===== src/hcam_pkg.sv =====
// Shared types and constants for the half-cycle average meter.
`timescale 1ns / 1ps
`default_nettype none

package hcam_pkg;

    localparam int SAMPLE_WIDTH_DEF = 16;
    localparam int COUNT_WIDTH_DEF  = 16;
    localparam int SUM_WIDTH        = 32;
    localparam int TIMER_WIDTH      = 16;
    localparam int THR_WIDTH        = 15;
    localparam int BAND_WIDTH       = 16;
    localparam int HOLD_WIDTH       = 16;
    localparam int CFG_DATA_WIDTH   = 16;
    localparam int CFG_INDEX_WIDTH  = 2;

    // Register indexes
    localparam logic [CFG_INDEX_WIDTH-1:0] REG_CROSSING_THRESHOLD = 2'd0;
    localparam logic [CFG_INDEX_WIDTH-1:0] REG_ZERO_BAND_UPPER    = 2'd1;
    localparam logic [CFG_INDEX_WIDTH-1:0] REG_ZERO_BAND_LOWER    = 2'd2;
    localparam logic [CFG_INDEX_WIDTH-1:0] REG_ZERO_HOLD_SAMPLES  = 2'd3;

    // Reset values
    localparam logic [THR_WIDTH-1:0]  RST_CROSSING_THRESHOLD = 15'd1;
    localparam logic [BAND_WIDTH-1:0] RST_ZERO_BAND_UPPER    = 16'd0;
    localparam logic [BAND_WIDTH-1:0] RST_ZERO_BAND_LOWER    = 16'd0;
    localparam logic [HOLD_WIDTH-1:0] RST_ZERO_HOLD_SAMPLES  = 16'd1000;

    typedef struct packed {
        logic [THR_WIDTH-1:0]  crossing_threshold;
        logic [BAND_WIDTH-1:0] zero_band_upper;
        logic [BAND_WIDTH-1:0] zero_band_lower;
        logic [HOLD_WIDTH-1:0] zero_hold_samples;
    } cfg_t;

    typedef enum logic [2:0] {
        ST_IDLE = 3'b001,
        ST_DIV  = 3'b010,
        ST_DONE = 3'b100
    } state_t;

endpackage

`default_nettype wire


===== src/hcam_if.sv =====
// Sample and result channel interfaces.
`timescale 1ns / 1ps
`default_nettype none

interface hcam_sample_if
    import hcam_pkg::*;
#(
    parameter int SAMPLE_WIDTH = SAMPLE_WIDTH_DEF
);
    logic                           valid;
    logic                           ready;
    logic signed [SAMPLE_WIDTH-1:0] sample;

    modport source (output valid, output sample, input ready);
    modport sink   (input valid, input sample, output ready);
endinterface

interface hcam_result_if
    import hcam_pkg::*;
#(
    parameter int SAMPLE_WIDTH = SAMPLE_WIDTH_DEF
);
    logic                    valid;
    logic                    ready;
    logic [SAMPLE_WIDTH-1:0] level;
    logic                    level_updated;
    logic                    zero_forced;

    modport source (output valid, output level, output level_updated, output zero_forced,
                    input ready);
    modport sink   (input valid, input level, input level_updated, input zero_forced,
                    output ready);
endinterface

`default_nettype wire


===== src/half_cycle_average_meter_top.sv =====
// Half-cycle rectified average meter, top level.
`timescale 1ns / 1ps
`default_nettype none

// Takes one signed sample per beat and returns one result beat per sample: the
// level (mean magnitude of the last completed half period), a flag when a polarity
// change recomputed it, and a flag when the zero-band timeout cleared it. A sample
// that closes a half period with a nonzero count is accepted, runs through the
// restoring divider (one quotient bit per cycle over the 32-bit magnitude sum),
// then has its level written back; any other sample goes straight to write-back.
// The input is not ready while a sample is in work; a finished result waits in the
// output register and does not hold off the next sample, only its write-back.
module half_cycle_average_meter_top
    import hcam_pkg::*;
#(
    parameter int SAMPLE_WIDTH = SAMPLE_WIDTH_DEF,
    parameter int COUNT_WIDTH  = COUNT_WIDTH_DEF
)
(
    input  wire logic                       clk,
    input  wire logic                       rst_n,
    hcam_sample_if.sink                     samples,
    hcam_result_if.source                   results,
    input  wire logic                       cfg_we,
    input  wire logic [CFG_INDEX_WIDTH-1:0] cfg_index,
    input  wire logic [CFG_DATA_WIDTH-1:0]  cfg_data
);

    localparam int CMP_W = ((SAMPLE_WIDTH > BAND_WIDTH) ? SAMPLE_WIDTH : BAND_WIDTH) + 2;
    localparam logic [SUM_WIDTH-1:0] LEVEL_MAX = SUM_WIDTH'(1) << (SAMPLE_WIDTH - 1);

    cfg_t cfg;

    hcam_cfg u_cfg (
        .clk       (clk),
        .rst_n     (rst_n),
        .cfg_we    (cfg_we),
        .cfg_index (cfg_index),
        .cfg_data  (cfg_data),
        .cfg       (cfg)
    );

    state_t                  state_reg;
    logic                    pol_reg;
    logic [SUM_WIDTH-1:0]    sum_reg;
    logic [COUNT_WIDTH-1:0]  count_reg;
    logic [TIMER_WIDTH-1:0]  timer_reg;
    logic [SAMPLE_WIDTH-1:0] level_reg;
    logic                    upd_reg;
    logic                    forced_reg;

    logic                    out_valid_reg;
    logic [SAMPLE_WIDTH-1:0] out_level_reg;
    logic                    out_upd_reg;
    logic                    out_forced_reg;

    logic                    accept;
    logic signed [CMP_W-1:0] s_ext;
    logic signed [CMP_W-1:0] thr_ext;
    logic signed [CMP_W-1:0] neg_thr;
    logic signed [CMP_W-1:0] upper_ext;
    logic signed [CMP_W-1:0] lower_ext;
    logic                    cross_pos;
    logic                    cross_neg;
    logic                    close_half;
    logic                    recompute;
    logic [SAMPLE_WIDTH-1:0] mag;
    logic [SUM_WIDTH-1:0]    sum_base;
    logic [COUNT_WIDTH-1:0]  count_base;
    logic [SUM_WIDTH:0]      sum_wide;
    logic [SUM_WIDTH-1:0]    sum_next;
    logic [COUNT_WIDTH-1:0]  count_next;
    logic                    in_band;
    logic [TIMER_WIDTH-1:0]  timer_next;
    logic                    forced_next;

    logic                    div_done;
    logic [SUM_WIDTH-1:0]    quotient;
    logic [SAMPLE_WIDTH-1:0] mean_clamped;
    logic [SAMPLE_WIDTH-1:0] level_next;
    logic                    out_free;

    assign accept = samples.valid && samples.ready;
    assign samples.ready = (state_reg == ST_IDLE);

    assign s_ext     = CMP_W'(samples.sample);
    assign thr_ext   = CMP_W'($signed({1'b0, cfg.crossing_threshold}));
    assign neg_thr   = -thr_ext;
    assign upper_ext = CMP_W'($signed(cfg.zero_band_upper));
    assign lower_ext = CMP_W'($signed(cfg.zero_band_lower));

    assign cross_pos  = (s_ext > thr_ext) && !pol_reg;
    assign cross_neg  = (s_ext < neg_thr) && pol_reg;
    assign close_half = cross_pos || cross_neg;
    assign recompute  = close_half && (count_reg != '0);

    assign mag        = samples.sample[SAMPLE_WIDTH-1] ? (~samples.sample + 1'b1)
                                                       : samples.sample;
    assign sum_base   = close_half ? '0 : sum_reg;
    assign count_base = close_half ? '0 : count_reg;
    assign sum_wide   = {1'b0, sum_base} + (SUM_WIDTH + 1)'(mag);
    // saturate the sum and the count
    assign sum_next   = sum_wide[SUM_WIDTH] ? '1 : sum_wide[SUM_WIDTH-1:0];
    assign count_next = (count_base == '1) ? count_base : count_base + 1'b1;

    assign in_band     = (s_ext < upper_ext) && (s_ext > lower_ext);
    assign timer_next  = !in_band ? '0
                       : ((timer_reg == '1) ? timer_reg : timer_reg + 1'b1);
    assign forced_next = timer_next >= cfg.zero_hold_samples;

    hcam_div #(
        .DIVIDEND_WIDTH (SUM_WIDTH),
        .DIVISOR_WIDTH  (COUNT_WIDTH)
    ) u_div (
        .clk      (clk),
        .rst_n    (rst_n),
        .start    (accept && recompute),
        .dividend (sum_reg),
        .divisor  (count_reg),
        .done     (div_done),
        .quotient (quotient)
    );

    assign mean_clamped = (quotient > LEVEL_MAX) ? LEVEL_MAX[SAMPLE_WIDTH-1:0]
                                                 : quotient[SAMPLE_WIDTH-1:0];
    // timeout wins over a recompute in the same sample
    assign level_next   = forced_reg ? '0 : (upd_reg ? mean_clamped : level_reg);
    assign out_free     = !out_valid_reg || results.ready;

    always_ff @(posedge clk or negedge rst_n)
    begin
        if (!rst_n)
        begin
            state_reg     <= ST_IDLE;
            pol_reg       <= 1'b0;
            sum_reg       <= '0;
            count_reg     <= '0;
            timer_reg     <= '0;
            level_reg     <= '0;
            upd_reg       <= 1'b0;
            forced_reg    <= 1'b0;
            out_valid_reg <= 1'b0;
        end
        else
        begin
            if (state_reg == ST_DONE && out_free)
                out_valid_reg <= 1'b1;
            else if (out_valid_reg && results.ready)
                out_valid_reg <= 1'b0;

            unique case (state_reg)
                ST_IDLE:
                begin
                    if (accept)
                    begin
                        if (cross_pos)
                            pol_reg <= 1'b1;
                        else if (cross_neg)
                            pol_reg <= 1'b0;
                        sum_reg    <= sum_next;
                        count_reg  <= count_next;
                        timer_reg  <= timer_next;
                        upd_reg    <= recompute;
                        forced_reg <= forced_next;
                        state_reg  <= recompute ? ST_DIV : ST_DONE;
                    end
                end
                ST_DIV:
                begin
                    if (div_done)
                        state_reg <= ST_DONE;
                end
                ST_DONE:
                begin
                    if (out_free)
                    begin
                        level_reg <= level_next;
                        state_reg <= ST_IDLE;
                    end
                end
                default: state_reg <= ST_IDLE;
            endcase
        end
    end

    always_ff @(posedge clk)
    begin
        if (state_reg == ST_DONE && out_free)
        begin
            out_level_reg  <= level_next;
            out_upd_reg    <= upd_reg;
            out_forced_reg <= forced_reg;
        end
    end

    assign results.valid         = out_valid_reg;
    assign results.level         = out_level_reg;
    assign results.level_updated = out_upd_reg;
    assign results.zero_forced   = out_forced_reg;

endmodule

`default_nettype wire


===== src/hcam_cfg.sv =====
// Configuration register file.
`timescale 1ns / 1ps
`default_nettype none

module hcam_cfg
    import hcam_pkg::*;
(
    input  wire logic                       clk,
    input  wire logic                       rst_n,
    input  wire logic                       cfg_we,
    input  wire logic [CFG_INDEX_WIDTH-1:0] cfg_index,
    input  wire logic [CFG_DATA_WIDTH-1:0]  cfg_data,
    output cfg_t                            cfg
);

    cfg_t cfg_reg;

    always_ff @(posedge clk or negedge rst_n)
    begin
        if (!rst_n)
        begin
            cfg_reg.crossing_threshold <= RST_CROSSING_THRESHOLD;
            cfg_reg.zero_band_upper    <= RST_ZERO_BAND_UPPER;
            cfg_reg.zero_band_lower    <= RST_ZERO_BAND_LOWER;
            cfg_reg.zero_hold_samples  <= RST_ZERO_HOLD_SAMPLES;
        end
        else if (cfg_we)
        begin
            unique case (cfg_index)
                REG_CROSSING_THRESHOLD: cfg_reg.crossing_threshold <= cfg_data[THR_WIDTH-1:0];
                REG_ZERO_BAND_UPPER:    cfg_reg.zero_band_upper    <= cfg_data[BAND_WIDTH-1:0];
                REG_ZERO_BAND_LOWER:    cfg_reg.zero_band_lower    <= cfg_data[BAND_WIDTH-1:0];
                REG_ZERO_HOLD_SAMPLES:  cfg_reg.zero_hold_samples  <= cfg_data[HOLD_WIDTH-1:0];
                default: ;
            endcase
        end
    end

    assign cfg = cfg_reg;

endmodule

`default_nettype wire


===== src/hcam_div.sv =====
// Restoring divider, one quotient bit per cycle.
`timescale 1ns / 1ps
`default_nettype none

module hcam_div
    import hcam_pkg::*;
#(
    parameter int DIVIDEND_WIDTH = SUM_WIDTH,
    parameter int DIVISOR_WIDTH  = COUNT_WIDTH_DEF
)
(
    input  wire logic                      clk,
    input  wire logic                      rst_n,
    input  wire logic                      start,
    input  wire logic [DIVIDEND_WIDTH-1:0] dividend,
    input  wire logic [DIVISOR_WIDTH-1:0]  divisor,
    output logic                           done,
    output logic [DIVIDEND_WIDTH-1:0]      quotient
);

    localparam int STEP_W = $clog2(DIVIDEND_WIDTH);

    logic                      busy_reg;
    logic [STEP_W-1:0]         step_reg;
    logic [DIVISOR_WIDTH:0]    rem_reg;
    logic [DIVIDEND_WIDTH-1:0] quot_reg;
    logic [DIVISOR_WIDTH-1:0]  divisor_reg;

    logic [DIVISOR_WIDTH:0]    shifted;
    logic [DIVISOR_WIDTH:0]    diff;
    logic                      fits;

    assign shifted = {rem_reg[DIVISOR_WIDTH-1:0], quot_reg[DIVIDEND_WIDTH-1]};
    assign fits    = shifted >= {1'b0, divisor_reg};
    assign diff    = shifted - {1'b0, divisor_reg};

    always_ff @(posedge clk or negedge rst_n)
    begin
        if (!rst_n)
        begin
            busy_reg <= 1'b0;
            step_reg <= '0;
        end
        else if (start)
        begin
            busy_reg <= 1'b1;
            step_reg <= STEP_W'(DIVIDEND_WIDTH - 1);
        end
        else if (busy_reg)
        begin
            if (step_reg == '0)
                busy_reg <= 1'b0;
            else
                step_reg <= step_reg - 1'b1;
        end
    end

    always_ff @(posedge clk)
    begin
        if (start)
        begin
            quot_reg    <= dividend;
            rem_reg     <= '0;
            divisor_reg <= divisor;
        end
        else if (busy_reg)
        begin
            quot_reg <= {quot_reg[DIVIDEND_WIDTH-2:0], fits};
            rem_reg  <= fits ? diff : shifted;
        end
    end

    assign done     = busy_reg && (step_reg == '0);
    assign quotient = quot_reg;

endmodule

`default_nettype wire


===== src/flat_wrapper.sv =====
// flat-port wrapper written by rule: the top's interface ports become plain ports
module half_cycle_average_meter_top_flat import hcam_pkg::*;
#(
    parameter int SAMPLE_WIDTH = SAMPLE_WIDTH_DEF,
    parameter int COUNT_WIDTH  = COUNT_WIDTH_DEF
)
  (clk, rst_n, cfg_we, cfg_index, cfg_data, samples_valid, samples_sample, samples_ready, results_valid, results_level, results_level_updated, results_zero_forced, results_ready);
  hcam_sample_if #(.SAMPLE_WIDTH(SAMPLE_WIDTH)) samples_i ();
  hcam_result_if #(.SAMPLE_WIDTH(SAMPLE_WIDTH)) results_i ();
  input  wire logic clk;
  input  wire logic rst_n;
  input  wire logic cfg_we;
  input  wire logic [CFG_INDEX_WIDTH-1:0] cfg_index;
  input  wire logic [CFG_DATA_WIDTH-1:0] cfg_data;
  input wire logic [$bits(samples_i.valid)-1:0] samples_valid;
  input wire logic [$bits(samples_i.sample)-1:0] samples_sample;
  output wire logic [$bits(samples_i.ready)-1:0] samples_ready;
  output wire logic [$bits(results_i.valid)-1:0] results_valid;
  output wire logic [$bits(results_i.level)-1:0] results_level;
  output wire logic [$bits(results_i.level_updated)-1:0] results_level_updated;
  output wire logic [$bits(results_i.zero_forced)-1:0] results_zero_forced;
  input wire logic [$bits(results_i.ready)-1:0] results_ready;
  assign samples_i.valid = samples_valid;
  assign samples_i.sample = samples_sample;
  assign samples_ready = samples_i.ready;
  assign results_valid = results_i.valid;
  assign results_level = results_i.level;
  assign results_level_updated = results_i.level_updated;
  assign results_zero_forced = results_i.zero_forced;
  assign results_i.ready = results_ready;
  half_cycle_average_meter_top #(.SAMPLE_WIDTH(SAMPLE_WIDTH), .COUNT_WIDTH(COUNT_WIDTH)) u_core (.clk(clk), .rst_n(rst_n), .samples(samples_i), .results(results_i), .cfg_we(cfg_we), .cfg_index(cfg_index), .cfg_data(cfg_data));
endmodule

===== config.mk =====
export PLATFORM = sky130hd
export DESIGN_NAME = half_cycle_average_meter_top_flat
export DESIGN_NICKNAME = d
export VERILOG_FILES = /design/src/hcam_pkg.sv /design/src/hcam_if.sv /design/src/half_cycle_average_meter_top.sv /design/src/hcam_cfg.sv /design/src/hcam_div.sv /design/src/flat_wrapper.sv
export SDC_FILE = /design/constraint.sdc
export NUM_CORES = 1
export LEC_CHECK = 0
export ABC_CLOCK_PERIOD_IN_PS = 13300
export BUFFER_PORTS_ARGS = -buffer_cell sky130_fd_sc_hd__buf_2
export CAP_MARGIN = 20
export CORE_UTILIZATION = 50
export DETAILED_ROUTE_END_ITERATION = 12
export PLACE_DENSITY = 0.67
export SYNTH_ARGS = -nofsm -noshare
export SYNTH_HDL_FRONTEND = slang
export SYNTH_SLANG_ARGS = --single-unit

===== constraint.sdc =====
create_clock -name clk -period 13.3 [get_ports clk]
set_clock_uncertainty 0.1 [all_clocks]
set_input_delay 1.33 -clock clk [delete_from_list [all_inputs] [get_ports clk]]
set_output_delay 1.33 -clock clk [all_outputs]
set_load 0.01 [all_outputs]

; After elaboration in Yosys (flattened, before gate mapping)
; Cells that the tools add are included.
[totals]
ram_bits = 0
romBits = 0
memories = 0
wordCells = 104
output_inout_bits = 20
latch_bits = 0
register_bits = 238
inputBits = 39
[op_classes]
n_mul = 0
n_div = 0
n_addsub = 7
magnitude_cmp = 7
reduce_logical = 28
eq_ne = 12
shifts = 0
mux = 28
bitwise_logic = 1
[op_table]
columns = operator, n
row1 = $mux 16, 9
row2 = $mux 32, 4
row3 = $add 16x1->16 const B, 3
row4 = $add 32x16->33, 1
row5 = $eq 16x16->1 const B, 2
row6 = $gt 16x16->1, 2
row7 = $gt 32x16->1 const B, 1
row8 = $lt 16x18->1, 1
row9 = $neg 15->18, 1
row10 = $ge 17x16->1, 1
row11 = $ge 16x16->1, 1
row12 = $lt 16x16->1, 1
row13 = $not 16->16, 1
row14 = $reduce_bool 16->1, 1
row15 = $sub 16x16->16, 1
row16 = $mux 5, 3
row17 = $reduce_and 2->1, 7
row18 = $mux 3, 4
row19 = $logic_and 1x1->1, 9
row20 = $pmux 3 s3, 1
row21 = $mux 1, 7
row22 = $reduce_and 3->1, 2
row23 = $reduce_bool 2->1, 3
row24 = $logic_not 5->1, 1
row25 = 11 further kinds, 16

; Logic depth before layout (Yosys ltp)
; Gate-level depths: netlist of the first run.
[logic_depth]
word_depth = 8
depth_mapped = 28

; Cells and area by module
; Synthesis of the first run repeated with hierarchy kept, for this count alone.
[hier_totals]
hier_cells = 1508
hier_area_um2 = 14988.1
[modules_own_cells]
columns = module, cells_per_inst, instances, seq_area_each_um2, area_per_inst_um2
row1 = half_cycle_average_meter_top, 1024, 1, 2718.9, 8638.3
row2 = hcam_div, 350, 1, 1911.8, 3968.8
row3 = hcam_cfg, 134, 1, 1585.3, 2381.0

; Worst setup path after synthesis of the first run
; No wires, ideal clock.
[synth_timing]
path_type = register -> register
start = register u_core.u_cfg.cfg_reg, in the netlist u_core.u_cfg.cfg[50]
end = register u_core.sum_reg[22]
setup_ns = 0.077
required_ns = 13.123
slack_ns = 7.202
period_less_slack_ns = 6.098
stages_incl_launch_ff = 28
n_path_buf = 2
arrival_ns = 5.921
cell_sequence = dfrtp_1 -> inv_1 -> nand4_1 -> or3_1 -> nor2b_1 -> nand2_1 -> nor4_1 -> ha_1 -> and4_4 -> a2111oi_2 -> a32oi_1 -> a21oi_2 -> mux2i_1 -> nor2_1 -> clkbuf_1 -> and2_1 -> ha_1 -> inv_1 -> fa_1 -> nor2b_1 -> o31a_1 -> o2111ai_1 -> a211oi_1 -> o21ai_1 -> or3_1 -> clkbuf_1 -> a31o_2 -> a21oi_1
[synth_between]
elab_chain_cells = 7
word_cells_on_any_way = 9
[synth_rtl]
columns = element, line_no
row1 = start: declaration, hcam_cfg.sv:16  ; cfg_t cfg_reg;
row2 = $neg 15->18, half_cycle_average_meter_top.sv:88  ; assign neg_thr = -thr_ext;
row3 = $lt 16x18->1, half_cycle_average_meter_top.sv:93  ; assign cross_neg = (s_ext < neg_thr) && pol_reg;
row4 = $logic_and 1x1->1, half_cycle_average_meter_top.sv:93
row5 = $logic_or 1x1->1 (*), half_cycle_average_meter_top.sv:94  ; assign close_half = cross_pos || cross_neg;
row6 = $mux 32 (*), half_cycle_average_meter_top.sv:99  ; assign sum_base = close_half ? '0 : sum_reg;
row7 = $add 32x16->33 (*), half_cycle_average_meter_top.sv:101  ; assign sum_wide = {1'b0, sum_base} + (SUM_WIDTH + 1)'(mag);
row8 = $mux 32 (*), half_cycle_average_meter_top.sv:103  ; assign sum_next = sum_wide[SUM_WIDTH] ? '1 : sum_wide[SUM_WIDTH-1:0];
row9 = end signal: assignment, half_cycle_average_meter_top.sv:160  ; sum_reg <= sum_next;
row10 = end: declaration, half_cycle_average_meter_top.sv:45  ; logic [SUM_WIDTH-1:0] sum_reg;
; Every way passes the cells marked *; elsewhere a longest branch is shown, timed or not.
; A chain may end at the register's enable or synchronous reset.

; Final worst setup path of the first run
[layout_timing]
start = register u_core.u_cfg.cfg_reg, in the netlist u_core.u_cfg.cfg[49]
end = register u_core.sum_reg[0]
; Same word-level chain as after synthesis.

==> summary.txt, run 1 <==
STA
  – Slew Viols, Final: 0
  – Setup ws final: 6.14 ns
  – Setup violations, final: 0
  – Fin crit period: roughly 7.2 ns
  – Fin. Hold Viols: 0
  – RSZ-0062 raised after global routing: no
  – Peak Freq: approximately 0.14 GHz
  – TNS Setup: 0 ns
  – Worst-margin pin slew: ~0.99 ns
  – Slew HR: between 30% and 40%
  – Final hold slack: about 0.37 ns
  – Period utilization: 53.9%

Cells and area
  – Number of flip-flops in the largest register: 63
  – Design area: 16200 µm²
  – Fillcell total: approximately 2.5k
  – Antenna diodes: 0
  – Final #Nets: between 1.5k and 2k
  – Synth-to-Final Area Change: 11.4%
  – Share of cells above drive strength 1: about 14%

Synthesis
  – Sequential area share after synthesis: between 40% and 50%
  – Post-Syn Area: 14500 µm²
  – Synth cell types: between 70 and 80
  – FFs w/ async S/R, synth: around two thirds
  – Syn nets: approximately 1.7k
  – #FFs+latches synth: approximately 240
  – EDFF count, synth: 66
  – Syn_area_per_cell: ~9.6 µm²
  – Post-Syn Instances: roughly 1.5k
  – Synthesis Warnings: 0
  – Synth Flop Type: dfrtp_1

Worst setup path
  – Reg2Reg Depth: 27
  – Crit-path max FO: 36
  – Worst Setup Start Kind: register
  – Worst setup EP type: register
  – CP required: ~14 ns
  – Worst EP arrival: ~7.5 ns
  – Crit Path Class: register to register
  – R2r setup slk: just over 6 ns
  – RR Startpoint: u_core.u_cfg.cfg[49]$_DFFE_PN0P_
  – Critical path startpoint: u_core.u_cfg.cfg[49]$_DFFE_PN0P_
  – Worst setup path end: u_core.sum_reg[0]$_DFFE_PN0P_
  – Reg2reg end: u_core.sum_reg[0]$_DFFE_PN0P_

Drt
  – Vias/cell: around 5.8
  – DRT Wirelength: between 30000 and 40000 µm
  – Total iterations of the first detailed-routing run: 5
  – Via count: 11.3k
  – Routed length per instance: 16.6 µm
  – Routed Antenna Nets: 0
  – DRC viols: 0
  – Initial DRC count: slightly above 700

CTS
  – Root Driver: clkbuf_16
  – Maximum clock path buffer count: 3
  – Post-CTS Resized: 0
  – Num CTS Buffers: 28
  – H-tree levels: 1
  – Clk sink count: approximately 240
  – CTS Hold Buffers Added: 0
  – Clock latency on the worst-skew pair: ~0.55 ns
  – Setup Fix Bufs, Post-CTS: 0
  – Clock transition at path regs: roughly 0.060 ns
  – CTS tree: yes

Global routing
  – First-pass GRT wire length: 54800 µm
  – Antenna violations before repair: 0
  – Total GRT Usage: between 20% and 30%
  – Via count of the first global-routing pass: about 11k
  – Pin count of the biggest net entering global routing: between 80 and 90
  – Grt total ovfl: 0

Floorplan
  – Vert. Die Dim: roughly 170 µm
  – Row count: 62
  – DIE AREA: about 30000 µm²
  – Initial Utilization: a little over 50%
  – IO Count: approximately 60
  – Core area: roughly 29000 µm²
  – Die Wd: approximately 170 µm

Power and ir drop
  – P per Cell Area: 197 nW/µm²
  – Leakage: between 7 and 8 nW
  – Total power: approximately 0.0032 W
  – Peak VDD IR: ~0.14 mV

Placed design
  – IO Port Bufs: between 50 and 60
  – Gpl congestion: slightly below 0.9
  – Placed cell area: between 15000 and 20000 µm²
  – Final HPWL DP: between 20000 and 25000 µm
  – Pre-CTS WS: 6.17 ns

Run
  – Max-cap violation count: 0

Outcome
  – Status: complete, no violations

Min path
  – HP Class: register to register
==> final cells by class <==
type | count | area [µm²] | area share [%]
sequential | 238 | 6220 | 38.4
clock buffer | 44 | 831 | 5.13
clock inverter | 8 | 106 | 0.656
multi-input combinational | 1105 | 7710 | 47.6
inverter | 111 | 417 | 2.57
timing repair buffer | 70 | 439 | 2.71
tap | 384 | 480 | 2.97
==> Yosys cell counts (4+ instances only) <==
master	instances	area share, %
buf_2	4	0.14
o211ai_1	8	0.41
dfxtp_1	16	2.2
nor4b_1	4	0.24
o2111ai_1	5	0.30
or2_2	4	0.17
clkbuf_1	50	1.3
nor2_1	106	2.7
or3_1	11	0.47
ha_1	117	10
o22a_1	9	0.54
mux2_2	81	6.3
xnor2_1	46	2.8
and3_1	12	0.52
nand2_1	142	3.7
nand3b_1	5	0.26
a211oi_1	17	0.88
edfxtp_1	66	14
xor2_1	16	0.96
dfstp_2	8	1.4
and2_1	23	0.99
nand2b_1	15	0.65
a21oi_1	97	3.3
nor2b_1	32	1.4
nand3_1	30	1.0
o21a_1	13	0.67
nand4_1	25	1.1
a22o_1	11	0.66
a21o_1	33	1.7
a41o_1	4	0.28
a31oi_1	23	0.99
nor3_1	28	0.96
and4_1	5	0.30
or4_1	9	0.46
mux2i_1	7	0.48
o41ai_1	5	0.30
inv_1	109	2.8
nor4_1	21	0.90
o21ai_0	83	2.9
dfrtp_1	148	25
o31ai_1	7	0.36
==> layer usage <==
layer | global-route usage, % | part of all wire, % | up-vias
met1 | 30.6 | 48 | 5436
met2 | 36.8 | 47 | 265
li1 | - | - | 5549
met4 | 5.25 | 1.9 | 0
met3 | 2.67 | 3.9 | 43
met5 | 0 | 0 | -
==> per-stage QoR <==
stage,util (%),instances
2_1_floorplan,-,1509
3_3_place_gp,53.0,1904
3_5_place_dp,53.1,1905
4_1_cts,56.3,1957
5_1_grt,56.6,1960
6_report,56.6,1960
==> power breakdown <==
| group | switching [W] | total [W] | internal (W) | leakage [nW] |
|---|---|---|---|---|
| clock | 0.000303 | 0.000769 | 0.000466 | 0.451 |
| sequential | 0.000167 | 0.00115 | 0.000988 | 2.73 |
| combinational | 0.000710 | 0.00127 | 0.000559 | 4.00 |
| total | 0.00118 | 0.00319 | 0.00201 | 7.18 |
==> critical path: stages, from the launching register on <==
cell	delay [ns]
dfrtp_1	0.37
inv_1	0.12
ha_1	0.20
nand3_1	0.14
nor3_1	0.37
nand3_1	0.26
nor3_1	0.25
xnor2_1	0.16
ha_1	0.27
and3_1	0.22
a221oi_1	0.23
o21ai_0	0.15
a21oi_2	0.21
mux2i_1	0.14
nor2_2	0.09
buf_4	0.34
and2_1	0.19
ha_1	0.17
inv_1	0.06
fa_1	0.39
nor2b_1	0.17
o31a_1	0.21
o2111ai_1	0.17
a211oi_1	0.30
o21ai_1	0.29
or3_1	0.61
o21ai_0	0.65
o22a_1	0.25
==> worst min path at each step <==
| stage | startpoint | endpoint | slack, ns | cells past startpoint |
|---|---|---|---|---|
| after floorplan | u_core.forced_reg$_DFFE_PN0P_ | u_core.results.zero_forced$_DFFE_PP_ | 0.32 | 0 |
| after global placement | u_core.level_reg[13]$_DFFE_PN0P_ | u_core.level_reg[13]$_DFFE_PN0P_ | 0.35 | 2 |
| after detailed placement | u_core.level_reg[4]$_DFFE_PN0P_ | u_core.level_reg[4]$_DFFE_PN0P_ | 0.35 | 2 |
| after CTS | u_core.level_reg[4]$_DFFE_PN0P_ | u_core.level_reg[4]$_DFFE_PN0P_ | 0.37 | 2 |
| after global routing | u_core.u_div.rem_reg[15]$_SDFFE_PP0P_ | u_core.u_div.rem_reg[15]$_SDFFE_PP0P_ | 0.39 | 2 |
| final | u_core.level_reg[4]$_DFFE_PN0P_ | u_core.level_reg[4]$_DFFE_PN0P_ | 0.37 | 2 |
==> layout by cell type (no fill, tap or decap), drive strengths merged, types with 46 or more instances in the layout <==
cell type  instances
dfrtp            148
nand2            142
ha               117
inv              111
nor2             106
a21oi             98
o21ai             84
mux2              81
buf               70
edfxtp            66
xnor2             46
==> logic make-up (layout without fill, tap and decap cells) <==
family | Yosys count | after routing | synth area share [%]
AOI/OAI and AO/OA | 357 | 357 | 15.8
muxes | 88 | 88 | 6.76
buffers and inverters | 166 | 233 | 4.32
and+or+nand+nor | 479 | 479 | 16.2
DFF | 238 | 238 | 42.8
adders and majority gates | 119 | 119 | 10.3
xor gates and xnor gates | 62 | 62 | 3.73
Note: power is estimated with default switching activity, not from simulation.
==> run 2: changes to the inputs <==
--- a/config.mk
+++ b/config.mk
@@ -5,12 +5,13 @@
 export SDC_FILE = /design/constraint.sdc
 export NUM_CORES = 1
 export LEC_CHECK = 0
-export ABC_CLOCK_PERIOD_IN_PS = 13300
+export ABC_AREA = 1
+export ABC_CLOCK_PERIOD_IN_PS = 6400
 export BUFFER_PORTS_ARGS = -buffer_cell sky130_fd_sc_hd__buf_2
 export CAP_MARGIN = 20
 export CORE_UTILIZATION = 50
 export DETAILED_ROUTE_END_ITERATION = 12
-export PLACE_DENSITY = 0.67
+export PLACE_DENSITY = 0.69
 export SYNTH_ARGS = -nofsm -noshare
 export SYNTH_HDL_FRONTEND = slang
 export SYNTH_SLANG_ARGS = --single-unit
==> constraint.sdc (replaced) <==
create_clock -name clk -period 6.4 [get_ports clk]
set_clock_uncertainty 0.1 [all_clocks]
set_input_delay 0.64 -clock clk [delete_from_list [all_inputs] [get_ports clk]]
set_output_delay 0.64 -clock clk [all_outputs]
set_load 0.01 [all_outputs]
==> run 2 against run 1 <==
Net effect:
- worst setup slack worse by 5.6 ns
- count of clock-buffer cells in the layout decreased by 3
- clock power is 100% higher
- cell area up 3.1%
- sequential power rose by 110%
- first-iteration DRC count rose by 0.84%
- via count up 9.2%
- synthesized cell count grew 25%
- worst hold slack lost 0.31 ns
- critical endpoint is now u_core.sum_reg[25]$_DFFE_PN0P_
- largest cell class unchanged
==> summary.txt, run 2 <==
Global routing
  – Met2 Use GR: 37.7%
  – Busiest grt layer: met2
  – Pin count of the biggest net entering global routing: 92
  – First-pass GRT wire length: between 50000 and 60000 µm
  – Met3 usage in global routing: 2.41%
  – Grt total ovfl: 0
  – Total GRT Usage: around 22%
  – Antenna violations before repair: 0
  – Via count of the first global-routing pass: ~12k
  – Grt met1 use: between 30% and 40%

Power and ir drop
  – Switching pwr: about 0.0028 W
  – Peak VDD IR: about 0.21 mV
  – Net Sw Frac: between 40% and 50%
  – Leakage: around 8.2 nW
  – Internal power: a little over 0.004 W
  – Seq pwr share: a little over a third
  – Clk network pwr share: 22.8%
  – Comb power frac: about two fifths
  – P per Cell Area: roughly 410 nW/µm²

Floorplan
  – IO Count: 59
  – Row count: 63
  – Core area: slightly below 30000 µm²
  – Vert. Die Dim: between 150 and 200 µm
  – Die Wd: between 150 and 200 µm
  – DIE AREA: approximately 31000 µm²
  – Initial Utilization: between 50% and 60%

Drt
  – Routed Antenna Nets: 0
  – DRT Wirelength: ~34000 µm
  – Via count: approximately 12k
  – Total iterations of the first detailed-routing run: 5
  – Initial DRC count: slightly above 700
  – Routed length per instance: 14.3 µm
  – DRC viols: 0
  – Vias/cell: between 5 and 6

CTS
  – Clock latency on the worst-skew pair: 0.56 ns
  – Num CTS Buffers: 27
  – CTS tree: yes
  – Maximum clock path buffer count: 3
  – H-tree levels: 1
  – Clock transition at path regs: 0.06 ns
  – Clk sink count: approximately 240
  – CTS Hold Buffers Added: 0
  – Root Driver: clkbuf_16

Cells and area
  – Storage cell area: 6220 µm²
  – Final #Nets: roughly 2.1k
  – Most frequent cells in the layout: nand2_1, inv_1, o21ai_0
  – Commonest non-fill, non-tap cell in the layout: nand2_1
  – Antenna diodes: 0
  – Number of flip-flops in the largest register: 63
  – Multi-input combinational cell area: about 7500 µm²
  – Synth-to-Final Area Change: 10.4%
  – Share of cells above drive strength 1: 9.67%
  – Fillcell total: 2747

Synthesis
  – Leading area contributor after synthesis: dfrtp_1
  – Cell with the most instances after synthesis: nand2_1
  – Syn_area_per_cell: about 8.0 µm²
  – XOR/XNOR Fraction of Synth Area: 4.92%
  – Synth Flop Type: dfrtp_1
  – Synth cell types: between 50 and 60
  – Largest family of logic cells by synthesized area: simple AND/OR/NAND/NOR gates
  – Synth Area in Compound Gates: a little over an eighth
  – #FFs+latches synth: between 200 and 250
  – Adder-cell share of the synthesized area: under 10%
  – Synth top area cells: dfrtp_1, edfxtp_1, nand2_1
  – Post-Syn Instances: around 1.9k
  – Post-Syn Area: 15100 µm²
  – Area fraction of the dominant cell type after synthesis: 24.5%
  – FFs w/ async S/R, synth: 65.5%
  – Most common library cells after synthesis: nand2_1, inv_1, o21ai_0, dfrtp_1, nor2_1
  – Multiplexer share of the synthesized area: 0%
  – Syn nets: roughly 2.0k
  – Simple-gate share of the synthesized area: a little over a fifth
  – Synthesis Warnings: 0
  – EDFF count, synth: 66
  – Sequential area share after synthesis: roughly 41%

STA
  – Period utilization: around nine tenths
  – TNS Setup: 0 ns
  – Slew Viols, Final: 0
  – Fin. Hold Viols: 0
  – Slew HR: between 20% and 30%
  – Setup ws final: around 0.53 ns
  – Worst-margin pin slew: 1.05 ns
  – Peak Freq: ~0.17 GHz
  – Fin crit period: between 5 and 6 ns
  – Setup violations, final: 0
  – RSZ-0062 raised after global routing: no

Placed design
  – Final HPWL DP: 24600 µm
  – Gpl congestion: around 0.90
  – Pre-CTS WS: between 0.5 and 0.6 ns
  – IO Port Bufs: 58

Worst setup path
  – Slowest-stage cell, CP: a21boi_1
  – Critical path's largest stage delay: around 0.41 ns
  – R2r setup slk: between 0.5 and 0.6 ns
  – Crit-path max FO: 24
  – Worst setup EP type: register
  – Crit Path Class: register to register
  – Worst EP arrival: slightly above 6 ns
  – CP required: a little under 7 ns
  – Worst Setup Start Kind: register
  – CP most frequent cell: nand2_1

Outcome
  – Status: complete, no violations

Run
  – Max-cap violation count: 0

Min path
  – HP Class: input port to asynchronous set/reset pin
## run 2: cell count changes after synthesis, moves of 19 or more
| cell | change |
|---|---|
| a21o_1 | -26 |
| a22oi_2 | +19 |
| o21ai_0 | +88 |
| nor2_1 | +22 |
| nand3_1 | +28 |
| nor2b_1 | -32 |
| mux2_2 | -81 |
| nand2_1 | +291 |
| and2_1 | -21 |
| xor2_1 | +35 |
| inv_1 | +181 |
## run 2: power by group through the flow
stage | clock network [W] | logic (W) | registers, W
after floorplan | 0 | 0.00226 | 0.00238
after global placement | 0 | 0.00275 | 0.00245
after detailed placement | 0 | 0.00284 | 0.00247
after CTS | 0.00160 | 0.00286 | 0.00245
after global routing | 0.00166 | 0.00326 | 0.00251
final | 0.00157 | 0.00286 | 0.00245
## run 2: area by class of cell
class / instances / area share, %
Timing Repair Buffer: 69 / 2.53
Clock inverter: 9 / 0.689
Multi-Input combinational cell: 1298 / 45.2
Sequential cell: 238 / 37.2
Clock buffer: 41 / 4.72
Inverter: 300 / 6.75
Tap cell: 390 / 2.92
## run 2: per-layer routing
metal / wire, µm / share of wire [%]
met5: 0 / 0
met3: 1230 / 3.7
met4: 811 / 2.4
met1: 16000 / 48
met2: 15600 / 46
## run 2: cells by family after synthesis
group	after synthesis
compound gates	351
xor+xnor	85
fa+ha+maj	119
buf+inv	352
flops	238
simple gates	743
## run 2: worst paths after layout
| path | cells after the start | from | to |
|---|---|---|---|
| setup reg to reg | 32 | u_core.u_cfg.cfg[49]$_DFFE_PN0P_ | u_core.sum_reg[25]$_DFFE_PN0P_ |
| hold reg to reg | 2 | u_core.level_reg[5]$_DFFE_PN0P_ | u_core.level_reg[5]$_DFFE_PN0P_ |
| setup / recovery | 32 | u_core.u_cfg.cfg[49]$_DFFE_PN0P_ | u_core.sum_reg[25]$_DFFE_PN0P_ |
| min in group clk | 4 | results_ready | u_core.results.valid$_DFFE_PN0P_ |
| hold / removal | 1 | rst_n | u_core.u_div.step_reg[1]$_DFFE_PN0P_ |
| max in group asynchronous | 2 | rst_n | u_core.u_cfg.cfg[58]$_DFFE_PN0P_ |
## run 2: what timing repair did
| item | in CTS | in global routing |
|---|---|---|
| endpoints found under the setup margin | 0 | 26 |
| buffers inserted | 0 | 0 |
| resized for setup | 0 | 1 |
## run 2: worst max-delay path, delay by kind of cell, from the launching register on
family | cells | cell delay, ns
AO/OA/AOI/OAI | 6 | 1.27
adder cells (fa/ha/maj) | 3 | 0.79
buffers and inverters | 4 | 0.48
flip-flops | 1 | 0.39
AND/OR/NAND/NOR | 19 | 2.72
## run 2: metrics by stage
stage	util, %	hold WS [ns]	total power, W	area (µm²)	instances
2_1_floorplan	-	0.244	0.00463	15100	1888
3_3_place_gp	53.0	0.356	0.00521	15700	2292
3_5_place_dp	53.0	0.360	0.00531	15700	2292
4_1_cts	56.0	0.117	0.00690	16600	2342
5_1_grt	56.2	0.125	0.00743	16700	2345
6_report	56.2	0.0521	0.00688	16700	2345
==> run 3: changes to the inputs <==
--- a/config.mk
+++ b/config.mk
@@ -7,7 +7,7 @@
 export LEC_CHECK = 0
 export ABC_AREA = 1
 export ABC_CLOCK_PERIOD_IN_PS = 6400
-export BUFFER_PORTS_ARGS = -buffer_cell sky130_fd_sc_hd__buf_2
+export BUFFER_PORTS_ARGS = -buffer_cell sky130_fd_sc_hd__clkbuf_2
 export CAP_MARGIN = 20
 export CORE_UTILIZATION = 50
 export DETAILED_ROUTE_END_ITERATION = 12
==> run 3 against run 2 <==
Net effect:
- cell area is 0.24% higher
- sequential power barely moved
- flip-flop and latch count is the same
- fmax barely moved
- critical path depth up 1
- via count barely moved
- critical endpoint is now u_core.sum_reg[20]$_DFFE_PN0P_
- count of clock-buffer cells in the layout shrank 9
- die area unchanged
- sequential share of layout area fell by 0.089 points
- critical path type unchanged
- worst hold slack worse by 0.053 ns
- largest power group unchanged
- the run now ends with negative hold slack left
- non-clock buffer count up 1
- largest cell class unchanged
- wire length is 0.61% lower
==> summary.txt, run 3 (synthesis gave the netlist of run 2 again) <==
Placed design
  – IO Port Bufs: 58
  – Gpl congestion: ~0.9
  – Final HPWL DP: roughly 25000 µm

Floorplan
  – Core area: about 30000 µm²
  – Vert. Die Dim: approximately 180 µm
  – IO Count: between 50 and 60
  – DIE AREA: 31000 µm²
  – Die Wd: between 150 and 200 µm
  – Row count: 63
  – Initial Utilization: 50.9%

Global routing
  – Pin count of the biggest net entering global routing: 80
  – First-pass GRT wire length: roughly 56000 µm
  – Antenna violations before repair: 0
  – Grt total ovfl: 0
  – Via count of the first global-routing pass: between 10k and 15k
  – Total GRT Usage: ~22%

Worst setup path
  – Slowest-stage cell, CP: dfrtp_1
  – Crit-path max FO: 24
  – Worst setup EP type: register
  – Critical path startpoint: u_core.u_cfg.cfg[49]$_DFFE_PN0P_
  – Critical path's largest stage delay: roughly 0.40 ns
  – Worst EP arrival: around 6.2 ns
  – Crit Path Class: register to register
  – Worst Setup Start Kind: register
  – CP required: 6.74 ns
  – RR Startpoint: u_core.u_cfg.cfg[49]$_DFFE_PN0P_
  – CP most frequent cell: nand2_1
  – R2r setup slk: roughly 0.53 ns

Drt
  – Vias/cell: around 5.3
  – Via count: around 12k
  – Initial DRC count: ~720
  – DRC viols: 0
  – Routed length per instance: approximately 14 µm
  – DRT Wirelength: 33400 µm
  – Routed Antenna Nets: 0
  – Total iterations of the first detailed-routing run: 6

Outcome
  – Failing checks: negative hold slack
  – Status: finished with violations

Cells and area
  – Most frequent cells in the layout: nand2_1, inv_1, o21ai_0
  – Share of cells above drive strength 1: approximately a tenth
  – Number of flip-flops in the largest register: between 60 and 70
  – Antenna diodes: 0
  – Commonest non-fill, non-tap cell in the layout: nand2_1
  – Synth-to-Final Area Change: 10.6%
  – Final #Nets: 2093

CTS
  – Maximum clock path buffer count: 3
  – Setup Fix Bufs, Post-CTS: 0
  – CTS tree: yes
  – Clock transition at path regs: ~0.060 ns
  – Root Driver: clkbuf_16
  – Clk sink count: ~240
  – Clock latency on the worst-skew pair: 0.55 ns
  – Num CTS Buffers: 27
  – H-tree levels: 1

Power and ir drop
  – Leakage: ~8.2 nW
  – Total power: between 0.006 and 0.007 W
  – P per Cell Area: 412 nW/µm²
  – Peak VDD IR: around 0.23 mV

STA
  – Fin crit period: 5.87 ns
  – Setup violations, final: 0
  – Slew Viols, Final: 0
  – Fin. Hold Viols: 3
  – Peak Freq: 0.170 GHz
  – Slew HR: 27.4%
  – Worst-margin pin slew: between 1 and 1.5 ns
  – Final hold slack: -0.000832 ns
  – TNS Setup: 0 ns
  – RSZ-0062 raised after global routing: no
  – Period utilization: 91.7%

Min path
  – HP Class: input port to asynchronous set/reset pin

Run
  – Max-cap violation count: 0
[run 3: cell count changes in the layout (fill, tap and decap cells not counted), sizes merged]
cell      before  now
buf           69   13
clkbuf        41   89
clkinv         5   11
clkinvlp       1    4
bufinv         2    3
inv          301  300
[run 3: area by class of cell]
type,instances,area [µm²]
fillers,2723,13000
multi-input cells,1298,7550
flip-flops and latches,238,6220
inverters,300,1130
clock buffers,32,724
well taps,390,488
repair buffers,70,447
clock inverters,18,195
[run 3: per-layer routing]
| metal | global-route usage, % | routed length, µm |
|---|---|---|
| met5 | 0 | 0 |
| met4 | 5.62 | 738 |
| met3 | 2.33 | 1090 |
| met2 | 37.0 | 15700 |
| met1 | 30.6 | 15900 |
[run 3: repair_timing]
| action | CTS | global route |
|---|---|---|
| endpoints found under the setup margin | 0 | 1 |
| gates resized for setup | 0 | 1 |
| hold buffers | 0 | 0 |
[run 3: where the power goes]
part | leakage [nW] | total, W | switching [W] | internal (W)
combinational | 5.07 | 0.00286 | 0.00180 | 0.00105
sequential | 2.70 | 0.00246 | 0.000324 | 0.00213
clock | 0.444 | 0.00158 | 0.000646 | 0.000936
[run 3: path summary, 6_finish.rpt]
check | endpoint | cells past startpoint
max | u_core.sum_reg[20]$_DFFE_PN0P_ | 33
min | u_core.u_div.step_reg[1]$_DFFE_PN0P_ | 1
max reg2reg | u_core.sum_reg[20]$_DFFE_PN0P_ | 33
min reg2reg | u_core.level_reg[6]$_DFFE_PN0P_ | 2
max in group asynchronous | u_core.u_cfg.cfg[8]$_DFFE_PN1P_ | 3
min in group clk | u_core.results.valid$_DFFE_PN0P_ | 4
[run 3: per-stage QoR]
step | utilization [%] | setup slack (ns) | std cells | hold slack [ns] | area (µm²)
3_5_place_dp | 53.0 | 0.632 | 2292 | 0.361 | 15700
4_1_cts | 56.1 | 0.611 | 2342 | 0.0339 | 16700
3_3_place_gp | 53.0 | 0.769 | 2292 | 0.356 | 15700
2_1_floorplan | - | 0.928 | 1888 | 0.244 | 15100
5_1_grt | 56.4 | 0.0229 | 2346 | 0.0670 | 16700
6_report | 56.4 | 0.533 | 2346 | -0.000832 | 16700
[run 3: critical path: cells and delay by family (launching register included)]
family,cells,cell delay (ns)
AOI/OAI and AO/OA,6,1.12
xor gates and xnor gates,1,0.08
adders and majority gates,3,0.79
buffers and inverters,4,0.50
DFF,1,0.40
and+or+nand+nor,19,2.75
